**src/hdl/pspf_pkg.sv**
```systemverilog
// ----------------------------------------------------------------------------
// Pattern span fill package
// Types, register indexes, codes and the pattern bit lookup.
// ----------------------------------------------------------------------------
package pspf_pkg;

    // Default and fixed sizes
    localparam int MAX_SPAN_DEF  = 64;
    localparam int PATTERN_SIZE  = 8;

    // Configuration register indexes
    localparam logic [2:0] REG_PATTERN_BITS = 3'd0;
    localparam logic [2:0] REG_FG_PIXEL     = 3'd1;
    localparam logic [2:0] REG_BG_PIXEL     = 3'd2;
    localparam logic [2:0] REG_ORIGIN       = 3'd3;
    localparam logic [2:0] REG_FILL_MODE    = 3'd4;
    localparam logic [2:0] REG_FRAME_BASE   = 3'd5;
    localparam logic [2:0] REG_ROW_STRIDE   = 3'd6;
    localparam logic [2:0] REG_CLIP_WINDOW  = 3'd7;

    // Nibble select codes
    localparam logic [1:0] NSEL_LO   = 2'd0;
    localparam logic [1:0] NSEL_HI   = 2'd1;
    localparam logic [1:0] NSEL_WORD = 2'd2;

    // Configuration register set
    typedef struct packed {
        logic [63:0] pattern_bits;
        logic [31:0] fg_pixel;
        logic [31:0] bg_pixel;
        logic [5:0]  pattern_origin;
        logic [1:0]  fill_mode;
        logic [31:0] frame_base;
        logic [15:0] row_stride;
        logic [63:0] clip_window;
    } cfg_t;

    // Sequencer states
    typedef enum logic [2:0] {
        ST_IDLE,
        ST_CLIP,
        ST_MUL,
        ST_BASE,
        ST_EMIT,
        ST_EMPTY
    } state_t;

    // Sequencer to datapath controls
    typedef struct packed {
        logic load_span;
        logic do_clip;
        logic do_mul;
        logic do_base;
        logic emit_pix;
        logic emit_empty;
    } ctrl_t;

    // Datapath to sequencer status
    typedef struct packed {
        logic empty;
        logic last_pix;
        logic slot_free;
    } stat_t;

    // Pattern bit for a pixel: row (y - oy) & 7, bit 7 - ((x - ox) & 7)
    function automatic logic pattern_hit(input logic [63:0] bits,
                                         input logic [5:0]  origin,
                                         input logic [2:0]  x3,
                                         input logic [2:0]  y3);
        logic [2:0] prow;
        logic [2:0] pcol;
        prow = y3 - origin[5:3];
        pcol = x3 - origin[2:0];
        return bits[{prow, ~pcol}];
    endfunction

endpackage

```
**src/hdl/pspf_seq.sv**
```systemverilog
// ----------------------------------------------------------------------------
// Pattern span fill sequencer
// Steps one span through clip, multiply, base add and per-pixel emission.
// ----------------------------------------------------------------------------
module pspf_seq (
    input  logic            aclk,
    input  logic            aresetn,
    input  logic            s_tvalid,
    output logic            s_tready,
    input  pspf_pkg::stat_t stat,
    output pspf_pkg::ctrl_t ctrl
);

    pspf_pkg::state_t state_reg;
    pspf_pkg::state_t state_next;

    // State register
    always_ff @(posedge aclk) begin
        if (!aresetn) begin
            state_reg <= pspf_pkg::ST_IDLE;
        end else begin
            state_reg <= state_next;
        end
    end

    // Next state
    always_comb begin
        state_next = state_reg;
        unique case (state_reg)
            pspf_pkg::ST_IDLE: begin
                if (s_tvalid) state_next = pspf_pkg::ST_CLIP;
            end
            pspf_pkg::ST_CLIP: begin
                state_next = stat.empty ? pspf_pkg::ST_EMPTY : pspf_pkg::ST_MUL;
            end
            pspf_pkg::ST_MUL: begin
                state_next = pspf_pkg::ST_BASE;
            end
            pspf_pkg::ST_BASE: begin
                state_next = pspf_pkg::ST_EMIT;
            end
            pspf_pkg::ST_EMIT: begin
                if (stat.slot_free && stat.last_pix) state_next = pspf_pkg::ST_IDLE;
            end
            pspf_pkg::ST_EMPTY: begin
                if (stat.slot_free) state_next = pspf_pkg::ST_IDLE;
            end
            default: begin
                state_next = pspf_pkg::ST_IDLE;
            end
        endcase
    end

    // Outputs
    always_comb begin
        s_tready = 1'b0;
        ctrl     = '0;
        unique case (state_reg)
            pspf_pkg::ST_IDLE: begin
                s_tready       = 1'b1;
                ctrl.load_span = s_tvalid;
            end
            pspf_pkg::ST_CLIP:  ctrl.do_clip    = 1'b1;
            pspf_pkg::ST_MUL:   ctrl.do_mul     = 1'b1;
            pspf_pkg::ST_BASE:  ctrl.do_base    = 1'b1;
            pspf_pkg::ST_EMIT:  ctrl.emit_pix   = stat.slot_free;
            pspf_pkg::ST_EMPTY: ctrl.emit_empty = stat.slot_free;
            default: begin
                s_tready = 1'b0;
            end
        endcase
    end

endmodule

```
**src/hdl/pspf_dp.sv**
```systemverilog
// ----------------------------------------------------------------------------
// Pattern span fill datapath
// Span registers, clip logic, row multiply, one shared 32-bit address adder,
// pattern lookup and the output register.
// ----------------------------------------------------------------------------
module pspf_dp #(
    parameter int MAX_SPAN = pspf_pkg::MAX_SPAN_DEF
) (
    input  logic            aclk,
    input  logic            aresetn,
    input  pspf_pkg::cfg_t  cfg,
    input  logic [15:0]     span_row,
    input  logic [15:0]     span_x_start,
    input  logic [15:0]     span_x_end,
    input  pspf_pkg::ctrl_t ctrl,
    output pspf_pkg::stat_t stat,
    input  logic            m_tready,
    output logic            m_tvalid,
    output logic            write_enable,
    output logic [31:0]     write_addr,
    output logic [31:0]     write_data,
    output logic [1:0]      nibble_select,
    output logic            last_write
);

    localparam int CNT_W = $clog2(MAX_SPAN + 1);

    logic [15:0]      row_reg, xs_reg, xe_reg, x_reg;
    logic [CNT_W-1:0] rem_reg;
    logic [31:0]      prod_reg, row_addr_reg;
    logic             ov_reg, oen_reg, olast_reg;
    logic [31:0]      oaddr_reg, odata_reg;
    logic [1:0]       onsel_reg;

    logic [15:0]      cx0, cy0, cx1, cy1, lo, hi, len;
    logic             empty_c;
    logic [CNT_W-1:0] cnt_c;
    logic             stencil, wide, hit, en;
    logic [31:0]      pix, pix_off, add_a, add_b, sum;
    logic [31:0]      data_c;
    logic [1:0]       nsel_c;

    // Clip window fields and the clipped range
    assign cx0 = cfg.clip_window[15:0];
    assign cy0 = cfg.clip_window[31:16];
    assign cx1 = cfg.clip_window[47:32];
    assign cy1 = cfg.clip_window[63:48];
    assign lo  = (xs_reg > cx0) ? xs_reg : cx0;
    assign hi  = (xe_reg < cx1) ? xe_reg : cx1;
    assign len = hi - lo;
    assign empty_c = (row_reg < cy0) || (row_reg >= cy1) || (lo >= hi);
    assign cnt_c = (len > 16'(MAX_SPAN)) ? CNT_W'(MAX_SPAN) : CNT_W'(len);

    // Pixel attributes
    assign stencil = cfg.fill_mode[0];
    assign wide    = cfg.fill_mode[1];
    assign hit     = pspf_pkg::pattern_hit(cfg.pattern_bits, cfg.pattern_origin,
                                           x_reg[2:0], row_reg[2:0]);
    assign en      = !stencil || hit;
    assign pix     = hit ? cfg.fg_pixel : cfg.bg_pixel;
    assign pix_off = wide ? {14'd0, x_reg, 2'b00} : {17'd0, x_reg[15:1]};
    assign data_c  = !en ? 32'd0 : (wide ? pix : {28'd0, pix[3:0]});
    assign nsel_c  = wide ? pspf_pkg::NSEL_WORD
                          : (x_reg[0] ? pspf_pkg::NSEL_HI : pspf_pkg::NSEL_LO);

    // Shared adder: row base during the base step, pixel address after
    assign add_a = ctrl.do_base ? cfg.frame_base : row_addr_reg;
    assign add_b = ctrl.do_base ? prod_reg : pix_off;
    assign sum   = add_a + add_b;

    // Status to the sequencer; the clip decision is taken during the clip step
    assign stat.empty     = empty_c;
    assign stat.last_pix  = (rem_reg == CNT_W'(1));
    assign stat.slot_free = !ov_reg || m_tready;

    // Span working registers
    always_ff @(posedge aclk) begin
        if (ctrl.load_span) begin
            row_reg <= span_row;
            xs_reg  <= span_x_start;
            xe_reg  <= span_x_end;
        end
        if (ctrl.do_clip) begin
            x_reg   <= lo;
            rem_reg <= cnt_c;
        end
        if (ctrl.do_mul) begin
            prod_reg <= {16'd0, row_reg} * {16'd0, cfg.row_stride};
        end
        if (ctrl.do_base) begin
            row_addr_reg <= sum;
        end
        if (ctrl.emit_pix) begin
            x_reg   <= x_reg + 16'd1;
            rem_reg <= rem_reg - CNT_W'(1);
        end
    end

    // Output valid: load on emit, drop after the transfer
    always_ff @(posedge aclk) begin
        if (!aresetn) begin
            ov_reg <= 1'b0;
        end else if (ctrl.emit_pix || ctrl.emit_empty) begin
            ov_reg <= 1'b1;
        end else if (m_tready) begin
            ov_reg <= 1'b0;
        end
    end

    // Output payload
    always_ff @(posedge aclk) begin
        if (ctrl.emit_pix) begin
            oen_reg   <= en;
            oaddr_reg <= sum;
            odata_reg <= data_c;
            onsel_reg <= nsel_c;
            olast_reg <= stat.last_pix;
        end else if (ctrl.emit_empty) begin
            oen_reg   <= 1'b0;
            oaddr_reg <= 32'd0;
            odata_reg <= 32'd0;
            onsel_reg <= pspf_pkg::NSEL_LO;
            olast_reg <= 1'b1;
        end
    end

    assign m_tvalid      = ov_reg;
    assign write_enable  = oen_reg;
    assign write_addr    = oaddr_reg;
    assign write_data    = odata_reg;
    assign nibble_select = onsel_reg;
    assign last_write    = olast_reg;

endmodule

```
**src/hdl/pattern_span_fill_unit.sv**
```systemverilog
// ----------------------------------------------------------------------------
// Pattern span fill unit
// Clips scan-line spans and writes them pixel by pixel with an 8x8 pattern.
// ----------------------------------------------------------------------------
// Usage:
//   Input stream s_*: one span per transfer (row, first x, exclusive end x).
//   Output stream m_*: one pixel write per transfer, byte address and data in
//   tdata, write enable and nibble select in tuser, tlast on the final write
//   of a span. An empty or fully clipped span gives one disabled write.
//   Configuration: cfg_we writes cfg_wdata into register cfg_index at the
//   clock edge; write only while no span is in flight.
// Sequence and throughput:
//   After the span transfer the unit steps through clip, row multiply, base
//   add and first address add before the first write of a span is presented.
//   Then one write per cycle through the shared address adder while m_tready
//   does not stall the output. At most MAX_SPAN pixels of a span are written;
//   the next span is taken only once the last write of a span has been issued. s_tready is high only between spans.
// Reset: aresetn clears the sequencer, the output valid and the
//   configuration registers.
// Stall: a low m_tready with a write pending freezes the output register
//   and holds the sequencer in its emit states; no write is lost or repeated.
// ----------------------------------------------------------------------------
module pattern_span_fill_unit #(
    parameter int MAX_SPAN = pspf_pkg::MAX_SPAN_DEF
) (
    input  logic        aclk,
    input  logic        aresetn,
    // Configuration write port
    input  logic        cfg_we,
    input  logic [2:0]  cfg_index,
    input  logic [63:0] cfg_wdata,
    // Span input
    input  logic        s_tvalid,
    output logic        s_tready,
    input  logic [47:0] s_tdata,   // [15:0] span_row, [31:16] span_x_start,
                                   // [47:32] span_x_end
    // Pixel write output
    output logic        m_tvalid,
    input  logic        m_tready,
    output logic [63:0] m_tdata,   // [31:0] write_addr, [63:32] write_data
    output logic [2:0]  m_tuser,   // [0] write_enable, [2:1] nibble_select
    output logic        m_tlast    // last_write
);

    pspf_pkg::cfg_t  cfg_reg;
    pspf_pkg::ctrl_t ctrl;
    pspf_pkg::stat_t stat;
    logic            write_enable;
    logic [31:0]     write_addr, write_data;
    logic [1:0]      nibble_select;

    // Configuration registers
    always_ff @(posedge aclk) begin
        if (!aresetn) begin
            cfg_reg <= '0;
        end else if (cfg_we) begin
            unique case (cfg_index)
                pspf_pkg::REG_PATTERN_BITS: cfg_reg.pattern_bits   <= cfg_wdata;
                pspf_pkg::REG_FG_PIXEL:     cfg_reg.fg_pixel       <= cfg_wdata[31:0];
                pspf_pkg::REG_BG_PIXEL:     cfg_reg.bg_pixel       <= cfg_wdata[31:0];
                pspf_pkg::REG_ORIGIN:       cfg_reg.pattern_origin <= cfg_wdata[5:0];
                pspf_pkg::REG_FILL_MODE:    cfg_reg.fill_mode      <= cfg_wdata[1:0];
                pspf_pkg::REG_FRAME_BASE:   cfg_reg.frame_base     <= cfg_wdata[31:0];
                pspf_pkg::REG_ROW_STRIDE:   cfg_reg.row_stride     <= cfg_wdata[15:0];
                pspf_pkg::REG_CLIP_WINDOW:  cfg_reg.clip_window    <= cfg_wdata;
                default: cfg_reg <= cfg_reg;
            endcase
        end
    end

    pspf_seq u_seq (
        .aclk     (aclk),
        .aresetn  (aresetn),
        .s_tvalid (s_tvalid),
        .s_tready (s_tready),
        .stat     (stat),
        .ctrl     (ctrl)
    );

    pspf_dp #(
        .MAX_SPAN (MAX_SPAN)
    ) u_dp (
        .aclk          (aclk),
        .aresetn       (aresetn),
        .cfg           (cfg_reg),
        .span_row      (s_tdata[15:0]),
        .span_x_start  (s_tdata[31:16]),
        .span_x_end    (s_tdata[47:32]),
        .ctrl          (ctrl),
        .stat          (stat),
        .m_tready      (m_tready),
        .m_tvalid      (m_tvalid),
        .write_enable  (write_enable),
        .write_addr    (write_addr),
        .write_data    (write_data),
        .nibble_select (nibble_select),
        .last_write    (m_tlast)
    );

    // Pack the output stream
    assign m_tdata = {write_data, write_addr};
    assign m_tuser = {nibble_select, write_enable};

endmodule

```
**config.mk**
```make
export PLATFORM = sky130hd
export DESIGN_NAME = pattern_span_fill_unit
export DESIGN_NICKNAME = d
export VERILOG_FILES = /design/src/hdl/pspf_pkg.sv /design/src/hdl/pspf_seq.sv /design/src/hdl/pspf_dp.sv /design/src/hdl/pattern_span_fill_unit.sv
export SDC_FILE = /design/constraint.sdc
export NUM_CORES = 2
export LEC_CHECK = 0
export ABC_AREA = 1
export BUFFER_PORTS_ARGS = -buffer_cell sky130_fd_sc_hd__buf_2
export CAP_MARGIN = 20
export CORE_UTILIZATION = 64
export CTS_BUF_LIST = sky130_fd_sc_hd__clkbuf_4
export DETAILED_ROUTE_END_ITERATION = 6
export MAX_ROUTING_LAYER = met4
export PLACE_DENSITY = 0.87
export SYNTH_ARGS = -nofsm -noshare
export SYNTH_HDL_FRONTEND = slang
export SYNTH_HIERARCHICAL = 1
export SYNTH_SLANG_ARGS = --single-unit
```
**constraint.sdc**
```tcl
create_clock -name aclk -period 7.5 [get_ports aclk]
set_input_delay 0.375 -clock aclk [delete_from_list [all_inputs] [get_ports aclk]]
set_output_delay 0.375 -clock aclk [all_outputs]
set_load 0.02 [all_outputs]
```
==> run metrics <==
Synth Instances 4379; # resized after CTS 0; final setup violation count 0; Die ar. 0.0522 mm2; Port Buffers 189; VDD IR-drop max 0.196 mV; arrival time at the worst endpoint 6750 ps; Slew headroom 28.2%; Synth Cell Area 0.0329 mm2; post-synth top area share 18.6%; antenna violations before repair 10; number of synthesized flops with an enable pin 203; via/cell ratio 5.67; reg-to-reg slack, setup 1330 ps; element type at the critical path start register; Clock Power Share 23.3%; max FFs per register 248; setup_tns 0 ps; Final nets 5142; clk sink count 455; largest net degree at the start of global routing 107; Global Route Usage Sum 39.7%; hold crit path type input pin to register; CTS Buf Count 116; Critical Path Sink Type register; CP Data Required Time 8090 ps; unique cell type count in the Yosys netlist 46; Top FF cell, synth dfxtp_1; grt ovf 0; failing checks DRC; Final Routed Wirelength 100 mm; Cell Pwr Density 260 mW/mm2; Hold Fails Final Rpt 0; RSZ-0062 raised after global routing no; clk slew on worst S/H paths 90 ps; #FFs+latches synth 455; fraction of layout cells with a size suffix above 1 9.76%; First DRT Iteration DRCs 3383; DR DRC count 2; Leak Pwr 18.1 nW; Max Freq 162 MHz; async set-reset flop share out of synthesis 0%; DP Cell Count 5046; Avg Cell Area, Syn 7.50 um2; Initial Util 65.2%; sequential fraction of the synthesis area 33.9%; syn nets 4915; P_int 5.42 mW; post-route minimum period 6170 ps; HPWL Detailed 67.3 mm; non-filler cells, final 5386; Area Overhead vs Synth 11.4%; Core Area 0.0504 mm2; WS Path Type register to register; GP Congestion 0.980; CTS tree yes; Crit Path Max Fanout 18; drt wl/cell 18.6 um; Yosys Warn Count 6; global-route wire length before repair 158 mm; clk_lat worst skew 960 ps; Synth area leader edfxtp_1; status complete, but fails checks; sw power 4.11 mW; CTS root buf clkbuf_4; DIE HEIGHT 229 um; Min-Delay Path Depth 5; H-tree levels 3; top cells by area, synth edfxtp_1 (19%), dfxtp_1 (15%), nand2_1 (13%); Max Cap Viol 0; Hold Path Origin cfg_wdata[9]; ANT nets after route 0; Period Utilization, post-route 82.2%; cell depth of the worst flop-to-flop path 18; vias in the first global route 29985; Sw Ratio 43.1%; Initial DRT Pass Iterations 7; DIE WIDTH 229 um; Slew Viols, Final 0; r2r endpoint u_dp/prod_reg[21]; site row count 82; Flop pwr share 36.1%; detailed-route via count 30549; Max Buffers Root-to-Sink 3; Least-Margin Pin Slew 1080 ps; Top Ports 190; Comb pwr share 40.7%; Worst Hold Endpoint cfg_reg[73]; Layout Skew 129 ps; Reg-to-Reg Start u_dp/row_reg[9]
==> how the worst max path moves through the flow <==
stage / cells after the start / slack (ps) / startpoint / endpoint
after CTS: 18 / 1490 / u_dp/row_reg[9] / u_dp/prod_reg[21]
after global placement: 17 / 1710 / u_dp/row_reg[12] / u_dp/prod_reg[18]
final: 18 / 1330 / u_dp/row_reg[9] / u_dp/prod_reg[21]
after detailed placement: 17 / 1570 / u_dp/row_reg[12] / u_dp/prod_reg[18]
after global routing: 19 / 1080 / u_dp/row_reg[14] / u_dp/prod_reg[30]
after floorplan: 19 / 2000 / u_dp/row_reg[12] / u_dp/prod_reg[18]
==> metrics by stage <==
| stage | hold WS, ps | cell area [um2] | util [%] | power [mW] | setup slack, ps |
|---|---|---|---|---|---|
| 3_3_place_gp | 458 | 33900 | 67.3 | 7.08 | 1710 |
| 2_1_floorplan | 446 | 32900 | - | 6.08 | 2000 |
| 6_report | 47.0 | 36600 | 72.6 | 9.53 | 1330 |
| 4_1_cts | 10.7 | 36500 | 72.5 | 9.39 | 1490 |
| 5_1_grt | 54.4 | 36600 | 72.6 | 10.1 | 1080 |
| 3_5_place_dp | 466 | 33900 | 67.3 | 7.15 | 1570 |
==> per-layer routing <==
layer | vias up | GRT usage, % | share of wire [%]
li1 | 14156 | - | -
met1 | 14002 | 48.9 | 38
met2 | 1936 | 60.8 | 45
met3 | 455 | 7.77 | 11
met4 | 0 | 23.0 | 6.3
met5 | - | - | 0
==> final cells by class <==
type | instances | area (um2)
Clock inverter | 34 | 170
Fill cell | 3861 | 13800
Inverter | 679 | 2550
Sequential cell | 455 | 11100
Multi-Input combinational cell | 3035 | 18300
Timing Repair Buffer | 319 | 2220
Tap cell | 672 | 841
Antenna cell | 13 | 32.5
Clock buffer | 179 | 1340
==> synth_stat cells (all sizes together), types with 39 or more instances <==
cell    count
a21oi     172
buf       102
clkbuf    108
dfxtp     252
edfxtp    203
fa        198
ha        218
inv       679
nand2    1150
nand3     335
nor2      658
o21ai      96
xor2       39
==> cells by family (layout without fill, tap and decap cells) <==
logic type | count (synthesis) | in the layout | synth area share, %
buffers and inverters | 889 | 1211 | 10.7
adders and majority gates | 416 | 416 | 20.4
xor gates and xnor gates | 69 | 69 | 1.84
and+or+nand+nor | 2233 | 2233 | 27.7
AOI/OAI and AO/OA | 317 | 317 | 5.49
DFF | 455 | 455 | 33.9
other | 0 | 13 | 0
==> worst max-delay path: stages (launching register included) <==
cell and delay, ps:
edfxtp_1 900, nand2_1 180, fa_1 550, fa_1 490, fa_1 540, inv_1 50
fa_1 500, fa_1 500, inv_1 50, fa_1 470, inv_1 60, ha_1 330
a21oi_1 220, a21boi_0 240, o21ai_0 240, nand2_1 110, nand2_1 80, a21oi_1 180
xnor2_1 80
==> placed cells by master, fill, tap and decap left out, types with 5 or more instances in the layout <==
| cell | n |
|---|---|
| nand2_1 | 1142 |
| inv_1 | 669 |
| nor2_1 | 646 |
| nand3_1 | 332 |
| dfxtp_1 | 252 |
| ha_1 | 218 |
| edfxtp_1 | 203 |
| fa_1 | 198 |
| buf_2 | 188 |
| clkbuf_4 | 179 |
| a21oi_1 | 151 |
| dlygate4sd3_1 | 113 |
| o21ai_0 | 95 |
| xor2_1 | 39 |
| xnor2_1 | 30 |
| clkinv_1 | 27 |
| nor3_1 | 24 |
| nand3b_1 | 22 |
| a21oi_2 | 21 |
| nand4_1 | 19 |
| buf_4 | 16 |
| diode_2 | 13 |
| o221ai_1 | 13 |
| inv_2 | 11 |
| a21o_1 | 10 |
| nor2_4 | 9 |
| nor4_1 | 9 |
| a31oi_1 | 6 |
| or2_2 | 6 |
| nand2_2 | 5 |
| o21a_1 | 5 |
==> power by group through the flow <==
| stage | combinational (mW) | clock [mW] | sequential, mW |
|---|---|---|---|
| finish | 3.87 | 2.22 | 3.44 |
| global placement | 3.63 | 0 | 3.45 |
| detailed placement | 3.69 | 0 | 3.46 |
| CTS | 3.76 | 2.22 | 3.41 |
| floorplan | 2.64 | 0 | 3.43 |
| global route | 4.27 | 2.37 | 3.46 |
==> timing repair <==
item,CTS,global route
endpoints found under the hold margin,206,4
hold buffers,110,3
buffers inserted,0,0
No activity file was read; power rests on OpenSTA's default activity.
